`src/rtl/tivt_pkg.sv`:
```
// shared types and constants for the track identity vote table
// no dependencies; imported by every module of the block
package tivt_pkg;

  // field widths
  localparam int TRACK_W = 6;
  localparam int NAME_W  = 4;
  localparam int SCORE_W = 8;

  // table geometry follows the field widths
  localparam int TRACKS = 1 << TRACK_W;
  localparam int NAMES  = 1 << NAME_W;

  // argmax tree: first level scans groups of GRP names
  localparam int GRP  = 4;
  localparam int NGRP = NAMES / GRP;

  // command codes
  localparam logic CMD_OBSERVE = 1'b0;
  localparam logic CMD_REMOVE  = 1'b1;

  // configuration port
  localparam int APB_AW = 3;
  localparam int APB_DW = 32;
  localparam logic REG_SCORE_LIMIT = 1'b0;
  localparam logic [SCORE_W-1:0] LIMIT_RST = 8'd255;

  typedef struct packed {
    logic              command;
    logic [TRACK_W-1:0] track_id;
    logic [NAME_W-1:0]  name_index;
  } in_beat_t;

  typedef struct packed {
    logic [TRACK_W-1:0] track_id_out;
    logic [NAME_W-1:0]  best_name;
    logic [SCORE_W-1:0] best_score;
    logic               found;
  } out_beat_t;

  // one track row of the table
  typedef struct packed {
    logic [NAMES-1:0]              pres;
    logic [NAMES-1:0][SCORE_W-1:0] score;
  } row_t;

  // controller to datapath
  typedef struct packed {
    logic accept;
    logic upd;
    logic arg;
    logic ld_out;
  } dp_cmd_t;

endpackage

```
`src/rtl/tivt_ctrl.sv`:
```
// sequencer for the vote table: accept, update, argmax, result hand-off
// depends on tivt_pkg
module tivt_ctrl
  import tivt_pkg::*;
(
  input  logic    clk,
  input  logic    rst_n,
  input  logic    in_valid,
  input  logic    in_command,
  output logic    in_stall,
  input  logic    out_stall,
  output logic    out_valid,
  output dp_cmd_t cmd
);

  localparam logic [1:0] S_IDLE = 2'd0;
  localparam logic [1:0] S_UPD  = 2'd1;
  localparam logic [1:0] S_ARG  = 2'd2;
  localparam logic [1:0] S_OUT  = 2'd3;

  logic [1:0] state_r, state_nxt;
  logic       out_valid_r, out_valid_nxt;
  logic       acc;
  logic       slot_free;

  assign in_stall  = (state_r != S_IDLE);
  assign acc       = in_valid & ~in_stall;
  assign slot_free = ~out_valid_r | ~out_stall;

  // datapath commands
  assign cmd.accept = acc;
  assign cmd.upd    = (state_r == S_UPD);
  assign cmd.arg    = (state_r == S_ARG);
  assign cmd.ld_out = (state_r == S_OUT) & slot_free;

  // next state
  always_comb begin
    state_nxt = state_r;
    case (state_r)
      S_IDLE: begin
        if (acc && in_command == CMD_OBSERVE) state_nxt = S_UPD;
      end
      S_UPD:  state_nxt = S_ARG;
      S_ARG:  state_nxt = S_OUT;
      S_OUT: begin
        if (slot_free) state_nxt = S_IDLE;
      end
      default: state_nxt = S_IDLE;
    endcase
  end

  // result beat valid
  always_comb begin
    out_valid_nxt = out_valid_r;
    if (cmd.ld_out) out_valid_nxt = 1'b1;
    else if (out_valid_r && !out_stall) out_valid_nxt = 1'b0;
  end

  always_ff @(posedge clk) begin
    if (!rst_n) begin
      state_r     <= S_IDLE;
      out_valid_r <= 1'b0;
    end else begin
      state_r     <= state_nxt;
      out_valid_r <= out_valid_nxt;
    end
  end

  assign out_valid = out_valid_r;

endmodule

```
`config.mk`:
```
export PLATFORM = sky130hd
export DESIGN_NAME = tivt_ctrl
export DESIGN_NICKNAME = d
export VERILOG_FILES = /design/src/rtl/tivt_pkg.sv /design/src/rtl/tivt_ctrl.sv
export SDC_FILE = /design/constraint.sdc
export NUM_CORES = 1
export LEC_CHECK = 0
export BUFFER_PORTS_ARGS = -buffer_cell sky130_fd_sc_hd__buf_2
export CORE_AREA = 2 2 39 41
export CTS_CLUSTER_SIZE = 10
export DETAILED_ROUTE_END_ITERATION = 8
export DIE_AREA = 0 0 41 43
export GPL_TIMING_DRIVEN = 0
export PLACE_DENSITY = 0.42
export SYNTH_ARGS = -nofsm -noshare
export SYNTH_HDL_FRONTEND = slang
export SYNTH_SLANG_ARGS = --single-unit
```
`constraint.sdc`:
```
create_clock -name clk -period 2 [get_ports clk]
set_input_delay 0.2 -clock clk [delete_from_list [all_inputs] [get_ports clk]]
set_output_delay 0.2 -clock clk [all_outputs]
set_load 0.03 [all_outputs]
```
* Word level (Yosys, flattened, before mapping)
Cells that the tools add are included.
Word-level totals: register bits 3, bits in latches 0, memory bits (writable) 0, ROM bits 0, input port bits 5, word-level logic and storage cells 26, memories kept 0
Cells by class: add/sub/neg operators 0, multiply operators 0, divide/modulo/power cells 0, magnitude comparators 0, eq/ne operators 5, shift-type cells 0, mux-type cells 5, bitwise operators 7, reduce and logical (&&, ||, !) cells 7
Operators with widths (number):
- 2-bit one-hot mux with 4 select lines | 1
- 2-bit equality test, second input constant | 2
- 2-bit 2-to-1 mux | 2
- 2-bit != test, second input constant | 2
- 1-bit inverter | 4
- 2-bit nonzero test | 2
- 1-bit AND | 2
- 2-bit by 1-bit equality test with 1-bit output, second input constant | 1
- 1-bit logical AND | 2
- 2-bit logical NOT | 1
- 1-bit 2-to-1 mux | 2
- 2-bit AND reduction | 1
- 1-bit logical NOT | 1
- 1-bit OR | 1

* Longest topological paths before layout
Gate-level depths: netlist of run 1.
word-level depth 6, depth in mapped cells 4

* Worst setup path after synthesis of run 1
No wires, ideal clock.
kind flip-flop to output port, start register state_r[0], end output cmd[3] (netlist name), data arrival time 954 ps, required time 1800 ps, slack 846 ps, stages on the path, launching flop included 5, buffers on the path 1, cell sequence dfxtp_1 inv_1 ha_1 and2_1 buf_4
On the way: cells in the longest elaborated chain, start to end 3
RTL lines:
- start, declared | RTL line tivt_ctrl.sv:21 | logic [1:0] state_r, state_nxt;
- start signal, assigned | RTL line tivt_ctrl.sv:64 | state_r <= state_nxt;
- 2-bit nonzero test | RTL line tivt_ctrl.sv:26 | assign in_stall = (state_r != S_IDLE);
- 1-bit inverter | RTL line tivt_ctrl.sv:27 | assign acc = in_valid & ~in_stall;
- 1-bit AND | RTL line tivt_ctrl.sv:27
- end, declared | RTL line tivt_ctrl.sv:13 | output dp_cmd_t cmd
Every way passes these cells.

* Worst setup path in the final report of run 1
Ends and elaborated chain as after synthesis.

==> results.yml, run 1 <==
drt:
  detail_route.wl_per_cell_microns: 7.38
  via_count: 207
  wl_microns: 406
  viasPerCell: 3.76
  ant_nets: 0
  drc: 0
  dr.pass1.iters: 1
  drt_iter0_markers: 0
critical_path:
  ff2ff_setup_slack_ps: 780
  crit_type: "flop to output port"
  arrival_ps: 1390
  critPathTopFamily: "flip-flops"
  start_kind: "flop"
  max_stage_delay_ps: 380
  path_buf_inv: 3
  crit_path_top_delay_cell: "dfxtp_1"
  reg2reg_to: "state_r[0]"
  crit_path_end_kind: "output port"
  crit_chain: "inv_1 > ha_1 > and2_1 > buf_4 > buf_2"
  path_max_fanout: 4
  r2r_start: "state_r[0]"
  worstPathRequired_ps: 1800
  reg2reg_depth: 4
grt:
  grt_pass1_vias: 188
  antenna_found_initial: 0
  grt_pass1_wl_microns: 703
  grt_max_degree: 6
  track_usage: 0.0661
  gr-total-overflow: 0
floorplan:
  dieArea_sq_um: 1760
  die_h_microns: 43
  die_x_microns: 41
  initial_core_util: 0.174
  core-area_sq_um: 1380
  num_rows: 14
  ios: 11
run:
  drv_cap: 0
clock_network:
  clock-root-buffer: "clkbuf_4"
  post-cts-setup-buffers: 0
  numCtsBuffers: 3
  cts_repair_resize_count: 0
  cts_tree: "yes"
  cts_buffer_depth: 2
  htreeDepth: 1
  cts_hold_buffers: 0
  clk_pin_slew_ps: 40
  numClockSinks: 3
  clk_latency_ps: 230
hold_path:
  whs_path_depth: 2
  min_path_type: "primary input to flop"
  hp-start: "rst_n"
  whs_endpoint: "out_valid"
yosys:
  syn-num-nets: 35
  yosysWarningCount: 0
  synth_top_area_cell: "ha_1"
  netlist_area_sq_um: 240
  ys_types: 13
  synth-seq-cells: 3
  syn_inst: 25
  synth.area.top_cells: "ha_1 (26%), dfxtp_1 (25%), mux2i_1 (8.3%)"
  seq_area_frac_synth: 0.250
  yosysTopAreaCellShare: 0.260
  avgSynthCellArea_sq_um: 9.61
sta:
  post-route-min-period_ps: 1590
  fin_tns_setup_ps: 0
  worst_pin_slew_ps: 240
  slew_violations: 0
  rsz0062_at_grt: "false"
  min_period_over_period: 0.794
  skew_ps: 1.26
  max_freq_mhz: 630
  setup_viol: 0
  hold_viol_final: 0
  maxSlewHeadroom: 0.840
status:
  status: "finished clean"
power_and_ir_drop:
  power.density_nw_per_um2: 1550
  p_leak_nw: 0.180
  vdd_ir_drop_max_mv: 0.448
layout:
  nets: 50
  num_antenna_cells: 0
  utilization: 0.243
  areaGrowthSynthToFinish_pct: 40.1
  drive_gt1_frac: 0.436
place:
  dp_hpwl_microns: 343
  gp_congestion: 0.673
  port_buffers: 10
==> through the flow <==
step | cell area, sq um | total power, mW | instances | setup slack, ps | hold slack [ps]
2_1_floorplan | 240 | 0.354 | 25 | 846 | 328
3_3_place_gp | 310 | 0.426 | 51 | 621 | 482
3_5_place_dp | 310 | 0.422 | 51 | 636 | 485
4_1_cts | 337 | 0.535 | 55 | 387 | 242
5_1_grt | 337 | 0.576 | 55 | 315 | 263
6_report | 337 | 0.521 | 55 | 413 | 243
==> cells in the mapped netlist <==
master    count
ha_1          5
dfxtp_1       3
inv_1         3
nand2_1       3
buf_4         2
mux2i_1       2
a21boi_1      1
a21oi_1       1
a32oi_2       1
and2_1        1
nand2b_4      1
nor2b_1       1
o21ai_0       1
==> power by group <==
group	leakage [nW]	switching, mW	internal, mW	total, mW
registers	0.0246	0.0236	0.0822	0.106
clock network	0.0150	0.0301	0.0747	0.105
logic	0.141	0.194	0.117	0.311
total	0.180	0.248	0.274	0.521
==> final cells by class <==
type / instances / area (sq um)
Timing Repair Buffer: 10 / 50.0
Tap cell: 16 / 20.0
Inverter: 3 / 11.3
Multi-Input combinational cell: 17 / 154
Sequential cell: 3 / 60.1
Clock buffer: 4 / 26.3
Fill cell: 158 / 1050
Buffer: 2 / 15.0
==> how the worst max path moves through the flow <==
stage                     startpoint  endpoint  slack, ps  cells after the start
after detailed placement  state_r[0]    cmd[3]        640                      5
after global routing      state_r[0]    cmd[3]        320                      5
after CTS                 state_r[0]    cmd[3]        390                      5
after global placement    state_r[0]    cmd[3]        620                      5
after floorplan           state_r[0]    cmd[3]        850                      4
final                     state_r[0]    cmd[3]        410                      5
==> cell families (layout without fill, tap and decap cells) <==
logic type,Yosys count,after routing,synth area share
AND/OR/NAND/NOR,6,6,0.156
multiplexers,2,2,0.0833
flip-flops,3,3,0.250
buffers and inverters,5,19,0.109
adder cells (fa/ha/maj),5,5,0.260
AO/OA/AOI/OAI,4,4,0.141
==> layout by cell type (no fill, tap or decap) <==
master,instances
nor2b_1,1
buf_4,2
a32oi_2,1
clkbuf_4,3
nand2_1,3
dfxtp_1,3
a21boi_1,1
ha_1,5
a21oi_1,1
mux2i_1,2
and2_1,1
buf_2,10
nand2b_4,1
clkbuf_1,1
o21ai_0,1
inv_1,3
==> routing by layer <==
metal  wire length (microns)  GRT usage  vias to the layer above
li1                        -          -                      107
met1                     208     0.0799                       90
met2                     159     0.0719                       10
met3                      38     0.0785                        0
met4                       0     0.0200                        0
met5                       0          0                        -
==> state kept, by name, summed over array words and instances, names as in the netlist <==
register,flops
state_r,2
out_valid,1
Power figures use the tool's default switching activity.
==> inputs of run 2 (changes only) <==
==> constraint.sdc (replaced) <==
create_clock -name clk -period 1.5 [get_ports clk]
set_input_delay 0.15 -clock clk [delete_from_list [all_inputs] [get_ports clk]]
set_output_delay 0.15 -clock clk [all_outputs]
set_load 0.03 [all_outputs]
==> results.yml, run 2 (synthesis results as in run 1) <==
grt:
  track_usage: 0.0661
  grt_pass1_vias: 188
  antenna_found_initial: 0
  gr-total-overflow: 0
  grt_pass1_wl_microns: 703
  grt_max_degree: 6
clock_network:
  clk_latency_ps: 230
  clock-root-buffer: "clkbuf_4"
  clk_pin_slew_ps: 30
  cts_tree: "yes"
  numCtsBuffers: 3
  cts_buffer_depth: 2
  htreeDepth: 1
  numClockSinks: 3
place:
  dp_hpwl_microns: 343
  gp_congestion: 0.673
  port_buffers: 10
sta:
  max_freq_mhz: 701
  worst_pin_slew_ps: 240
  rsz0062_at_grt: "false"
  skew_ps: 1.58
  min_period_over_period: 0.951
  slew_violations: 0
  fin_tns_setup_ps: 0
  post-route-min-period_ps: 1430
  maxSlewHeadroom: 0.840
  hold_viol_final: 0
  setup_viol: 0
power_and_ir_drop:
  power.density_nw_per_um2: 2080
  vdd_ir_drop_max_mv: 0.608
  p_leak_nw: 0.186
  p_total_uw: 738
hold_path:
  hp-start: "rst_n"
  whs_endpoint: "state_r[0]"
  whs_path_depth: 3
  min_path_type: "primary input to flop"
layout:
  utilization: 0.256
  num_antenna_cells: 0
  layout_common_cells: "buf_2 (9), ha_1 (4), clkbuf_4 (4)"
  nets: 51
  largest_reg_flops: 2
  areaGrowthSynthToFinish_pct: 47.4
  drive_gt1_frac: 0.550
  final_common_cell: "buf_2"
  top_register: "state_r"
floorplan:
  die_x_microns: 41
  dieArea_sq_um: 1760
  num_rows: 14
  ios: 11
  initial_core_util: 0.174
  die_h_microns: 43
  core-area_sq_um: 1380
critical_path:
  worstPathRequired_ps: 1350
  r2r_start: "state_r[0]"
  crit_path_end_kind: "output port"
  ff2ff_setup_slack_ps: 370
  max_stage_delay_ps: 350
  arrival_ps: 1280
  crit_chain: "inv_1 > ha_2 > and2_1 > buf_4 > clkbuf_4"
  reg2reg_depth: 3
  crit_type: "flop to output port"
  crit_path_top_delay_cell: "dfxtp_4"
  path_max_fanout: 4
  start_kind: "flop"
  reg2reg_to: "state_r[0]"
drt:
  drc: 0
  wl_microns: 432
  drt_iter0_markers: 0
  ant_nets: 0
  dr.pass1.iters: 1
  detail_route.wl_per_cell_microns: 7.71
  viasPerCell: 3.77
  via_count: 211
status:
  status: "finished clean"
run:
  drv_cap: 0
==> run 2: cell types whose count changed in the layout (fill, tap and decap cells not counted), sizes merged <==
cell and change:
clkbuf +1
==> run 2: how the worst max path moves through the flow <==
stage / start / to / slack, ps / depth (start not counted)
floorplan: state_r[0] / state_r[0] / 380 / 4
global placement: state_r[0] / cmd[3] / 170 / 5
detailed placement: state_r[0] / cmd[3] / 190 / 5
CTS: state_r[0] / cmd[3] / 40 / 5
global route: state_r[0] / cmd[3] / 5 / 5
finish: state_r[0] / cmd[3] / 70 / 5
==> run 2: per-layer routing <==
metal / track usage / share of wire
met4: 0.0200 / 0
met3: 0.0785 / 0.088
met1: 0.0799 / 0.49
met2: 0.0719 / 0.42
met5: 0 / 0
==> run 2: area by class of cell <==
class	count	area, sq um
multi-input combinational	17	156
clock buffer	4	26.3
sequential	3	65.1
tap	16	20.0
fill	165	1030
timing repair buffer	11	60.1
inverter	3	11.3
buffer	2	15.0
==> run 2: worst max-delay path: cells and delay by family, from the launching register on <==
| kind | cells | cell delay [ps] |
|---|---|---|
| buffers and inverters | 3 | 360 |
| flip-flops | 1 | 350 |
| adder cells (fa/ha/maj) | 1 | 190 |
| AND/OR/NAND/NOR | 1 | 150 |
==> run 2: report_power, final <==
group          internal, mW  total (mW)  switching, mW
logic                 0.180       0.443          0.264
registers             0.121       0.154         0.0332
clock network        0.0996       0.140         0.0402
total                 0.401       0.738          0.337
==> run 2: timing repair <==
item	4_1_cts	5_1_grt
resized for setup	3	3
setup buffers	0	1
setup endpoints to repair	1	1
pin swaps	0	1
hold buffers	0	0
==> run 2: metrics by stage <==
stage	hold slack [ps]	cell area (sq um)	instances	worst slack, ps
finish	200	354	56	73.8
global route	204	354	56	5.02
CTS	192	342	55	35.8
detailed placement	435	310	51	186
global placement	432	310	51	171
floorplan	278	240	25	381
==> inputs of run 3 (changes only) <==
--- a/config.mk
+++ b/config.mk
@@ -12,6 +12,7 @@
 export DIE_AREA = 0 0 41 43
 export GPL_TIMING_DRIVEN = 0
 export PLACE_DENSITY = 0.42
+export RECOVER_POWER = 25
 export SYNTH_ARGS = -nofsm -noshare
 export SYNTH_HDL_FRONTEND = slang
 export SYNTH_SLANG_ARGS = --single-unit
==> results.yml, run 3 (synthesis results as in run 1) <==
status:
  status: "finished clean"
critical_path:
  ff2ff_setup_slack_ps: 370
  start_kind: "flop"
  path_max_fanout: 4
  crit_path_top_delay_cell: "dfxtp_4"
  crit_chain: "inv_1 > ha_2 > and2_1 > buf_4 > clkbuf_4"
  worstPathRequired_ps: 1350
  max_stage_delay_ps: 350
  crit_type: "flop to output port"
  arrival_ps: 1280
  crit_path_end_kind: "output port"
clock_network:
  cts_buffer_depth: 2
  cts_hold_buffers: 0
  clk_latency_ps: 230
  clk_pin_slew_ps: 30
  htreeDepth: 1
  cts_tree: "yes"
  clock-root-buffer: "clkbuf_4"
  numCtsBuffers: 3
  numClockSinks: 3
sta:
  fin_tns_setup_ps: 0
  slew_violations: 0
  post-route-min-period_ps: 1430
  skew_ps: 1.58
  hold_viol_final: 0
  worst_pin_slew_ps: 364
  rsz0062_at_grt: "false"
  setup_viol: 0
  max_freq_mhz: 701
  maxSlewHeadroom: 0.759
  min_period_over_period: 0.951
floorplan:
  dieArea_sq_um: 1760
  die_x_microns: 41
  initial_core_util: 0.174
  num_rows: 14
  ios: 11
  die_h_microns: 43
  core-area_sq_um: 1380
grt:
  grt_pass1_wl_microns: 703
  gr-total-overflow: 0
  grt_max_degree: 6
  antenna_found_initial: 0
  track_usage: 0.0661
  grt_pass1_vias: 188
power_and_ir_drop:
  combPwrFrac: 0.601
  p_int_uw: 400
  p_sw_uw: 338
  p_leak_nw: 0.181
  netSwitchingFraction: 0.458
  power.density_nw_per_um2: 2090
  p_total_uw: 737
  vdd_ir_drop_max_mv: 0.607
  p_clk_frac: 0.190
  p_seq_frac: 0.210
layout:
  final_common_cell: "buf_2"
  layout_common_cells: "buf_2 (8), ha_1 (4), clkbuf_4 (4)"
  fin_area_sq_um: 353
  largest_reg_flops: 2
  top_register: "state_r"
  num_antenna_cells: 0
  nets: 51
  n_fill_cell: 166
  finalNonFillerCells: 56
  areaGrowthSynthToFinish_pct: 46.9
  drive_gt1_frac: 0.525
drt:
  drc: 0
  viasPerCell: 3.77
  drt_iter0_markers: 0
  wl_microns: 437
  dr.pass1.iters: 1
  via_count: 211
  ant_nets: 0
  detail_route.wl_per_cell_microns: 7.80
place:
  place_area_sq_um: 310
  dpl.cell_count: 51
  gp_congestion: 0.673
  dp_hpwl_microns: 343
  port_buffers: 10
run:
  drv_cap: 0
hold_path:
  min_path_type: "primary input to flop"
run 3: changes by cell type in the layout (fill, tap and decap cells not counted):
cell      change
buf_2         -1
clkbuf_1      +1
run 3: layout make-up:
type	instances	area [sq um]	share of cell area
inverter	3	11.3	0.0319
tap	16	20.0	0.0567
multi-input combinational	17	156	0.443
timing repair buffer	11	58.8	0.167
buffer	2	15.0	0.0426
sequential	3	65.1	0.184
clock buffer	4	26.3	0.0745
run 3: worst max-delay path, delay by kind of cell, from the launching register on:
family	cells	cell delay [ps]
adders and majority gates	1	190
buffers and inverters	3	360
DFF	1	350
and+or+nand+nor	1	150
run 3: power groups by stage:
stage	registers (mW)	clock network [mW]	logic (mW)
3_3_place_gp	0.147	0	0.422
2_1_floorplan	0.139	0	0.332
4_1_cts	0.147	0.148	0.430
6_report	0.155	0.140	0.443
3_5_place_dp	0.143	0	0.420
5_1_grt	0.161	0.164	0.488
run 3: timing repair:
| action | CTS | global route |
|---|---|---|
| gates resized for setup | 3 | 3 |
| endpoints found under the hold margin | 0 | 0 |
| pin swaps | 0 | 1 |
| buffers inserted | 0 | 1 |
| endpoints found under the setup margin | 1 | 1 |
run 3: layer usage:
layer,part of all wire,track usage,vias to the layer above
li1,-,-,109
met1,0.49,0.0799,92
met2,0.42,0.0719,10
met3,0.089,0.0785,0
met4,0,0.0200,0
met5,0,0,-
run 3: through the flow:
stage | utilization | hold slack (ps) | worst slack [ps]
5_1_grt | 0.255 | 204 | 5.02
6_report | 0.255 | 200 | 73.8
3_5_place_dp | 0.224 | 435 | 186
3_3_place_gp | 0.224 | 432 | 171
4_1_cts | 0.247 | 192 | 35.8
2_1_floorplan | - | 278 | 381
run 3: final timing paths:
path,endpoint,depth (start not counted),start
setup / recovery,cmd[3],5,state_r[0]
hold / removal,state_r[0],3,rst_n
setup reg to reg,state_r[0],3,state_r[0]
hold reg to reg,state_r[1],2,state_r[1]
